==> src/rtl/tme_ram.sv <==
// Generic simple dual-port RAM: one write port, one read port with a
// registered read. No dependencies.
module tme_ram #(
  parameter int WIDTH = 8,
  parameter int DEPTH = 256
) (
  input  logic                     clk,
  input  logic                     we,
  input  logic [$clog2(DEPTH)-1:0] waddr,
  input  logic [WIDTH-1:0]         wdata,
  input  logic                     re,
  input  logic [$clog2(DEPTH)-1:0] raddr,
  output logic [WIDTH-1:0]         rdata
);

  logic [WIDTH-1:0] mem [DEPTH];

  // Write port.
  always_ff @(posedge clk) begin
    if (we) begin
      mem[waddr] <= wdata;
    end
  end

  // Registered read port; a read at the address being written returns old data.
  always_ff @(posedge clk) begin
    if (re) begin
      rdata <= mem[raddr];
    end
  end

endmodule

==> config.mk <==
export PLATFORM = sky130hd
export DESIGN_NAME = tme_ram
export DESIGN_NICKNAME = d
export VERILOG_FILES = /design/src/rtl/tme_ram.sv
export SDC_FILE = /design/constraint.sdc
export NUM_CORES = 2
export LEC_CHECK = 0
export BUFFER_PORTS_ARGS = -buffer_cell sky130_fd_sc_hd__buf_2
export CAP_MARGIN = 15
export CORE_ASPECT_RATIO = 0.75
export CORE_MARGIN = 2
export CORE_UTILIZATION = 60
export CTS_CLUSTER_DIAMETER = 40
export CTS_CLUSTER_SIZE = 20
export DETAILED_ROUTE_END_ITERATION = 6
export GPL_ROUTABILITY_DRIVEN = 0
export GPL_TIMING_DRIVEN = 0
export PLACE_DENSITY_LB_ADDON = 0.3
export SETUP_SLACK_MARGIN = 0.02
export SYNTH_ARGS = -nofsm -noshare
export SYNTH_HDL_FRONTEND = slang
export SYNTH_SLANG_ARGS = --single-unit
==> constraint.sdc <==
create_clock -name clk -period 6.3 [get_ports clk]
set_input_delay 1.89 -clock clk [delete_from_list [all_inputs] [get_ports clk]]
set_output_delay 1.89 -clock clk [all_outputs]
set_load 0.01 [all_outputs]
==> impl_results.md <==
* Status: finished, violations left
* Failing checks: design-rule violations, negative setup slack
* Setup ws final at -0.0614 ns
* Syn_area_per_cell at 21.3 um2
* Most frequent cells in the layout: edfxtp_1, mux4_2, nor2_1, clkbuf_16, mux2i_1
* RSZ-0062 raised after global routing: false
* Setup slack, reg-to-reg at 2.74 ns
* Row cnt at 115
* GRT Total Usage at 0.347
* Tcrit/Tclk final at 1.01
* RR Startpoint: mem[83][5]$_DFFE_PP_
* Final #Nets at 3986
* CP Capture Type: flip-flop
* Detailed-route wire length per cell at 39.9 um
* Most common cell after layout, fill and taps aside: edfxtp_1
* CTS buffer count at 164
* CP required at 6.75 ns
* CTS H-tree lvls at 4
* Slowest cell on the critical path: clkbuf_1
* Post-cts resize count at 0
* Critical Path Source Type: primary input
* Residual DRC count at 2
* Max Freq at 0.157 GHz
* Number of flops mapped to enable cells by yosys at 2056
* Skew-Pair Late Insertion Delay at 0.81 ns
* PD cells at 313 nW/um2
* Final core utilization at 0.673
* Leading area contributor after synthesis: edfxtp_1
* Endpoints failing setup at 1
* Worst EP arrival at 6.81 ns
* Reg2reg end: rdata[5]$_DFFE_PP_
* Clock period minus worst slack at 6.36 ns
* Mapped Nets at 3760
* Pin count of the biggest net entering global routing at 160
* MaxCap Viol Count at 0
* CTS clk-pin slew, worst paths at 0.06 ns
* Core area at 131000 um2
* Setup TNS at -0.0614 ns
* Congestion Overflow GR at 0
* Max_slew headroom at 0.0710
* Clock sinks at 2056
* Worst Skew at 0.0192 ns
* Share of post-route cells with drive strength above 1 at 0.223
* Starting Density at 0.606
* Final ANT Viol Nets at 0
* CTS tree: done
* Worst hold path type: primary input to flip-flop
* Post-CTS Setup Bufs at 0
* Seq/Total Area, Yosys at 0.775
* Die footprint at 136000 um2
* Worst R2R Path Depth at 6
* Synth cell types at 54
* Actual slew at the worst max-slew pin at 1.39 ns
* Root buf cell: clkbuf_16
* Async S/R FF share, synth at 0
* Clock buffer depth at 3
* Syn Inst Count at 3733
* Yosys reg bits at 2056
* Final max-slew violation count at 0
* WHS at 1.42 ns
* Cts hold-fix bufs at 0
* Synthesized cell area at 79600 um2
* Warnings from Yosys at 0
* Leakage Power at 27.2 nW
* Ys flop type: edfxtp_1
* WL final at 234000 um
* Critical path type: primary input to flip-flop
* Total power at 27.7 mW
* Final hold viol count at 0
* Hpwl dp at 153000 um
* Via count at 42712
* CP cell instances: buf_2 > buf_2 > and2_1 > buf_1 > clkbuf_1 > a22oi_1 > a21oi_1 > nor4_1 > nor4_1
* Initial antenna violation count at 8
* Layout area overhead at 11.0%
* I/O pins at 35
* Worst stage delay on the critical path at 0.98 ns
* VDD IR-drop max at 325 uV
* Die W at 425 um
* DR iter-0 viols at 8886
* Drt first pass iters at 7
* Die height at 320 um
* Worst Setup EP: rdata[5]$_DFFE_PP_
* Synth top area share at 0.775
* DR vias/cell at 7.29
* CP Launch Point: raddr[2]
* First-pass GRT wire length at 319000 um
* Synth area leaders: edfxtp_1, mux4_2, mux2i_1
* Largest fanout on the critical path at 10
* Fill cell count at 8067
* Vias in the first global route at 40340
* IO buf count at 27
through the flow:
step	instance area (um2)	setup slack [ns]	cells
global route	88300	0.290	5844
detailed placement	82600	-0.651	5540
floorplan	79600	2.33	3733
CTS	88200	0.217	5835
global placement	82000	-0.730	5515
finish	88400	-0.0614	5857
worst min-delay path by stage:
stage | start | end | slack (ns) | cells after the start
final | re | rdata[2]$_DFFE_PP_ | 1.42 | 1
after global routing | re | rdata[2]$_DFFE_PP_ | 1.42 | 1
after CTS | re | rdata[2]$_DFFE_PP_ | 1.40 | 1
after detailed placement | mem[14][6]$_DFFE_PP_ | rdata[6]$_DFFE_PP_ | 1.57 | 6
after global placement | mem[188][0]$_DFFE_PP_ | rdata[0]$_DFFE_PP_ | 1.58 | 6
after floorplan | mem[40][3]$_DFFE_PP_ | rdata[3]$_DFFE_PP_ | 0.86 | 6
critical path: cells and delay by family:
kind | cells | cell delay [ns]
AO/OA/AOI/OAI | 2 | 1.08
buffers and inverters | 4 | 2.39
AND/OR/NAND/NOR | 3 | 1.40
area by class of cell:
cell class	count	area [um2]	share of cell area
Antenna cell	14	35.0	0.000396
Buffer	233	1460	0.0165
Clock buffer	177	4260	0.0482
Inverter	2	7.51	0.0000849
Timing Repair Buffer	60	822	0.00930
Multi-Input combinational cell	1442	16500	0.186
Sequential cell	2056	61700	0.699
Tap cell	1755	2200	0.0248
Clock inverter	118	1400	0.0158
sequential cells by signal, summed over array words and instances, names as in the netlist:
register,cells
rdata,8
mem,2048
Yosys cell counts, types with 10 or more instances:
| cell type | instances |
|---|---|
| edfxtp_1 | 2056 |
| mux4_2 | 454 |
| nor2_1 | 282 |
| mux2i_1 | 134 |
| a22oi_1 | 133 |
| clkbuf_1 | 111 |
| a21oi_1 | 96 |
| o221ai_1 | 46 |
| nand3_1 | 34 |
| nand2_1 | 33 |
| buf_2 | 31 |
| nor2b_1 | 31 |
| o22ai_1 | 28 |
| buf_4 | 27 |
| nor4_1 | 24 |
| buf_1 | 22 |
| nor3_1 | 22 |
| buf_6 | 21 |
| a211oi_1 | 16 |
| a221oi_1 | 13 |
| buf_8 | 13 |
| nand4_1 | 10 |
| o211ai_1 | 10 |
| o21ai_0 | 10 |
routing by layer:
| metal | vias to the layer above | part of all wire | track usage |
|---|---|---|---|
| li1 | 16174 | - | - |
| met1 | 21885 | 0.35 | 0.492 |
| met2 | 4025 | 0.42 | 0.476 |
| met3 | 622 | 0.17 | 0.147 |
| met4 | 6 | 0.052 | 0.152 |
| met5 | - | 0.00049 | 0 |
report_power, final:
part	total [mW]	switching, mW	internal [mW]	leakage, nW
clock network	11.0	5.21	5.75	2.76
logic	1.64	1.14	0.493	5.95
registers	15.1	0.00842	15.1	18.5
total	27.7	6.36	21.3	27.2
logic make-up after synthesis:
kind of cell	after synthesis	share of synthesized area
flops	2056	0.775
mux	591	0.146
simple gates	466	0.0263
compound gates	385	0.0342
buf+inv	235	0.0183
No activity file was read; power rests on OpenSTA's default activity.
