File: src/rtl/tme_pkg.sv
// Package for the tape machine execute unit: sizes, instruction codes,
// payload structs and the tape write port struct.
// No dependencies.
package tme_pkg;

  // Tape geometry and jump target width.
  localparam int TAPE_CELLS  = 32768;
  localparam int PTR_W       = (TAPE_CELLS > 1) ? $clog2(TAPE_CELLS) : 1;
  localparam int TARGET_BITS = 16;

  localparam logic [PTR_W-1:0] PTR_LAST = PTR_W'(TAPE_CELLS - 1);
  localparam logic [15:0] TARGET_MASK = 16'((64'd1 << TARGET_BITS) - 64'd1);

  // Instruction codes.
  localparam logic [2:0] FUNC_PTR_LEFT  = 3'd0;
  localparam logic [2:0] FUNC_CELL_DEC  = 3'd1;
  localparam logic [2:0] FUNC_PTR_RIGHT = 3'd2;
  localparam logic [2:0] FUNC_CELL_INC  = 3'd3;
  localparam logic [2:0] FUNC_INPUT     = 3'd4;
  localparam logic [2:0] FUNC_OUTPUT    = 3'd5;
  localparam logic [2:0] FUNC_LOOP_ENT  = 3'd6;
  localparam logic [2:0] FUNC_LOOP_EXIT = 3'd7;

  // One decoded instruction beat.
  typedef struct packed {
    logic [2:0]  func;
    logic [15:0] jump_target;
    logic [7:0]  in_byte;
  } in_t;

  // One result beat.
  typedef struct packed {
    logic        out_valid;
    logic [7:0]  out_byte;
    logic        branch_taken;
    logic [15:0] branch_address;
  } out_t;

  // Instruction held in the cell stage, with the tape address it read.
  typedef struct packed {
    in_t              instr;
    logic [PTR_W-1:0] addr;
  } stage_t;

  // Tape write request.
  typedef struct packed {
    logic             en;
    logic [PTR_W-1:0] addr;
    logic [7:0]       data;
  } wr_t;

endpackage

File: src/rtl/tme_cell_stage.sv
// Cell stage of the tape machine execute unit: merges tape read data with
// the last write, computes the result beat and the tape write-back.
// Depends on tme_pkg.
module tme_cell_stage
  import tme_pkg::*;
(
  input  logic       clk,
  input  logic       rst_n,
  input  logic       advance,
  input  stage_t     stage,
  input  logic [7:0] rd_data,
  output out_t       result,
  output wr_t        wr
);

  logic             fwd_valid_r;
  logic [PTR_W-1:0] fwd_addr_r;
  logic [7:0]       fwd_data_r;
  logic [7:0]       cell_val;
  logic             taken;

  // The most recent tape write is always at least as new as the RAM contents,
  // so it may stand in for the read data whenever the address matches.
  assign cell_val = (fwd_valid_r && (fwd_addr_r == stage.addr)) ? fwd_data_r : rd_data;

  // Result and write-back for the held instruction.
  always_comb begin
    result = '0;
    taken  = 1'b0;
    wr.en   = 1'b0;
    wr.addr = stage.addr;
    wr.data = cell_val;
    unique case (stage.instr.func)
      FUNC_CELL_DEC: begin
        wr.en   = advance;
        wr.data = cell_val - 8'd1;
      end
      FUNC_CELL_INC: begin
        wr.en   = advance;
        wr.data = cell_val + 8'd1;
      end
      FUNC_INPUT: begin
        wr.en   = advance;
        wr.data = stage.instr.in_byte;
      end
      FUNC_OUTPUT: begin
        result.out_valid = 1'b1;
        result.out_byte  = cell_val;
      end
      FUNC_LOOP_ENT:  taken = (cell_val == 8'd0);
      FUNC_LOOP_EXIT: taken = (cell_val != 8'd0);
      default: ;
    endcase
    result.branch_taken   = taken;
    result.branch_address = taken ? (stage.instr.jump_target & TARGET_MASK) : 16'd0;
  end

  // Forwarding register: captures every tape write of this stage.
  always_ff @(posedge clk) begin
    if (!rst_n) begin
      fwd_valid_r <= 1'b0;
    end else if (wr.en) begin
      fwd_valid_r <= 1'b1;
    end
  end

  always_ff @(posedge clk) begin
    if (wr.en) begin
      fwd_addr_r <= wr.addr;
      fwd_data_r <= wr.data;
    end
  end

endmodule
File: config.mk
export PLATFORM = sky130hd
export DESIGN_NAME = tme_cell_stage
export DESIGN_NICKNAME = d
export VERILOG_FILES = /design/src/rtl/tme_pkg.sv /design/src/rtl/tme_cell_stage.sv
export SDC_FILE = /design/constraint.sdc
export NUM_CORES = 1
export LEC_CHECK = 0
export BUFFER_PORTS_ARGS = -buffer_cell sky130_fd_sc_hd__buf_2
export CAP_MARGIN = 20
export CORE_MARGIN = 3
export CORE_UTILIZATION = 40
export DETAILED_ROUTE_END_ITERATION = 10
export PLACE_DENSITY = 0.78
export SKIP_CTS_REPAIR_TIMING = 1
export SLEW_MARGIN = 20
export SYNTH_ARGS = -nofsm -noshare
export SYNTH_HDL_FRONTEND = slang
export SYNTH_SLANG_ARGS = --single-unit
File: constraint.sdc
create_clock -name clk -period 3.4 [get_ports clk]
set_clock_uncertainty 0.05 [all_clocks]
set_input_delay 0.17 -clock clk [delete_from_list [all_inputs] [get_ports clk]]
set_output_delay 0.17 -clock clk [all_outputs]
set_load 0.05 [all_outputs]
==> out/qor.csv <==
stage;metric;value;unit
timing;fin_ws;-0.3171;ns
cells_and_area;instances_no_fill;346;
synth;synth.avg_cell_area;10.37;um^2
clock_network;clockBufferDepth;2;
synth;synthesis.area;1794;um^2
global_route;grt_pass1_vias;1606;
worst_setup_path;cp.arrival;3.50;ns
worst_setup_path;cp.required;3.18;ns
run_status;status;finished, violations left;
clock_network;cts_tree;built;
global_route;grt_util_met3;2.755;%
worst_setup_path;worst_setup_path_end_kind;primary output;
global_route;grt_max_degree;25;
pwr;p_leak;0.001278;uW
global_route;use_met1;22.86;%
synth;yosys_most_used_dff;edfxtp_1;
global_route;use_met2;33.37;%
synth;yosysTopAreaCell;edfxtp_1;
place;dp_hpwl;4.252;mm
worst_setup_path;critPathKind;reg2out;
min_path;hold_start;rst_n;
pwr;ir_drop;0.1892;mV
clock_network;cts-buffers-inserted;3;
worst_setup_path;worstReg2RegStart;fwd_addr_r[7];
worst_setup_path;critPathLaunch;fwd_addr_r[7];
place;finalWeightedCongestion;0.9626;
pwr;clkPwrFrac;25.2;%
synth;synth_cell_types;41;
clock_network;clock_sinks;24;
timing;rsz0062_at_grt;yes;
synth;async_flop_share;0;%
synth;synth_cells;173;
cells_and_area;drive_gt1_share;57.09;%
floorplan;die_y;72.98;um
pwr;powerDensity;351.9;nW/um^2
synth;yosysWarnings;0;
worst_setup_path;critPathLaunchType;flip-flop;
cells_and_area;fin_nets;357;
timing;slew_violations;0;
route;wl_per_cell;16.38;um
timing;min_period;3.717;ns
route;drt_iter0_drc;70;
route;first_pass_iters;4;
synth;yosysSeqAreaShare;39.61;%
run_status;violations;negative setup slack;
worst_setup_path;critical_path_buf_inv_count;4;
route;postRouteAntennaNets;0;
timing;hold_viol;0;
synth;synth_edf_count;23;
global_route;antenna_found_initial;0;
clock_network;clk_latency;0.27;ns
place;dp_cells;330;
pwr;internal_power;654.3;uW
cells_and_area;area_growth;56.00;%
place;port_buffers;102;
pwr;seqPwrFrac;36.7;%
route;vias;1774;
global_route;grt_use_total;18.90;%
worst_setup_path;crit_family;compound AO/OA/AOI/OAI gates;
clock_network;htree_levels;1;
place;pre_cts_slack;-0.1502;ns
pwr;p_sw_share;33.57;%
clock_network;clock-root-buffer;clkbuf_8;
route;avgViaCountPerCell;5.127;
timing;tns;-1.388;ns
floorplan;dieWidth;72.98;um
worst_setup_path;path_max_fanout;4;
pwr;combPwrFrac;38.1;%
floorplan;core_area;4173;um^2
synth;netlist.area_leader.share;38.49;%
cells_and_area;antenna_cells;0;
route;routed_wl;5.669;mm
clock_network;path_clk_slew;0.09;ns
synth;yosys-top-cells-area;edfxtp_1 (38%), xnor2_1 (7.8%), buf_4 (6.7%);
route;drc;0;
timing;relSlewSlack;58.69;%
global_route;overflow;0;
floorplan;start_util;43.00;%
worst_setup_path;cpPeakStageDelay;0.39;ns
pwr;p_sw;330.7;uW
worst_setup_path;cp_cell_sequence;xnor2_1 > nand4_1 > nor4_2 > buf_4 > buf_12 > mux2i_4 > inv_2 > ha_4 > a21o_1 > a21o_1 > a211o_1 > a41oi_2 > xnor2_1 > o221ai_2 > buf_6;
floorplan;io_pins;103;
floorplan;dieArea;5325;um^2
timing;finalCritPeriodShare;109.3;%
timing;setup_viol;7;
timing;fmax;269.0;MHz
global_route;grt.busiest_layer;met2;
synth;synth_seq_cells;24;
worst_setup_path;cp_slowest_cell;edfxtp_1;
synth;synth_nets;233;
min_path;min_path_type;in2reg;
floorplan;rows;23;
timing;tightestPinTransition;0.6181;ns
run;cap_violations;0;
global_route;grt_pass1_wl;7.721;mm
-- power groups by stage --
stage	clock, uW	combinational, uW	sequential, uW
2_1_floorplan	0	226	363
3_3_place_gp	0	321	364
3_5_place_dp	0	327	366
4_1_cts	253	328	359
5_1_grt	265	397	364
6_report	249	375	362
-- stage by stage --
step	total power, uW	cell area (um^2)	utilization, %	hold slack [ns]
finish	985.0	2799	67.08	0.05166
global route	1026	2799	67.08	0.03861
CTS	940.1	2495	59.79	0.04696
detailed placement	692.3	2424	58.08	0.3315
global placement	685.2	2424	58.08	0.3222
floorplan	589.1	1807	-	0.2189
-- cell usage after synthesis (2+ instances only) --
library cell	count
xor2_1	5
mux2i_1	9
nor4_1	5
ha_1	6
a22oi_1	3
o221ai_1	2
a21oi_1	3
nor2_1	12
and2_1	18
nand2_1	5
buf_4	16
edfxtp_1	23
inv_1	8
xnor2_1	16
o21ai_0	5
nand4_1	5
clkbuf_1	2
a21o_1	5
nand2b_1	3
-- kinds of logic (layout without fill, tap and decap cells) --
| logic type | after synthesis | in the layout | synth area share (%) |
|---|---|---|---|
| DFF | 24 | 24 | 39.61 |
| buffers and inverters | 28 | 151 | 9.693 |
| and+or+nand+nor | 56 | 56 | 17.92 |
| muxes | 10 | 10 | 5.858 |
| xor gates and xnor gates | 21 | 21 | 10.25 |
| adders and majority gates | 7 | 7 | 5.300 |
| AOI/OAI and AO/OA | 27 | 27 | 11.37 |
-- final timing paths --
kind	depth (start not counted)	slack, ns	end
worst min register to register	1	0.43	fwd_valid_r
worst max-delay path	15	-0.32	wr[7]
worst min-delay path	2	0.05	fwd_valid_r
worst max register to register	15	-0.10	fwd_data_r[7]
-- per-layer routing --
metal,routed length [um],vias to the layer above
li1,-,857
met1,2151,827
met2,3044,74
met3,319,16
met4,155,0
met5,0,-
-- layout by cell type (no fill, tap or decap), types with 7 or more instances in the layout --
cell type and n:
buf_6 7, xnor2_1 16, nor2_1 12, and2_1 18, edfxtp_1 23, buf_2 97, buf_4 34
-- sequential cells by signal, indices dropped and copies added (netlist names) --
signal and count:
fwd_addr_r 15, fwd_data_r 8, fwd_valid_r 1
-- final cells by class --
cell class / instances / area (um^2)
Clock inverter: 1 / 30.03
Fill cell: 315 / 1374
Timing Repair Buffer: 139 / 839.6
Clock buffer: 3 / 41.29
Multi-Input combinational cell: 121 / 1085
Sequential cell: 24 / 710.7
Tap cell: 50 / 62.56
Inverter: 8 / 30.03
Power figures use the tool's default switching activity.
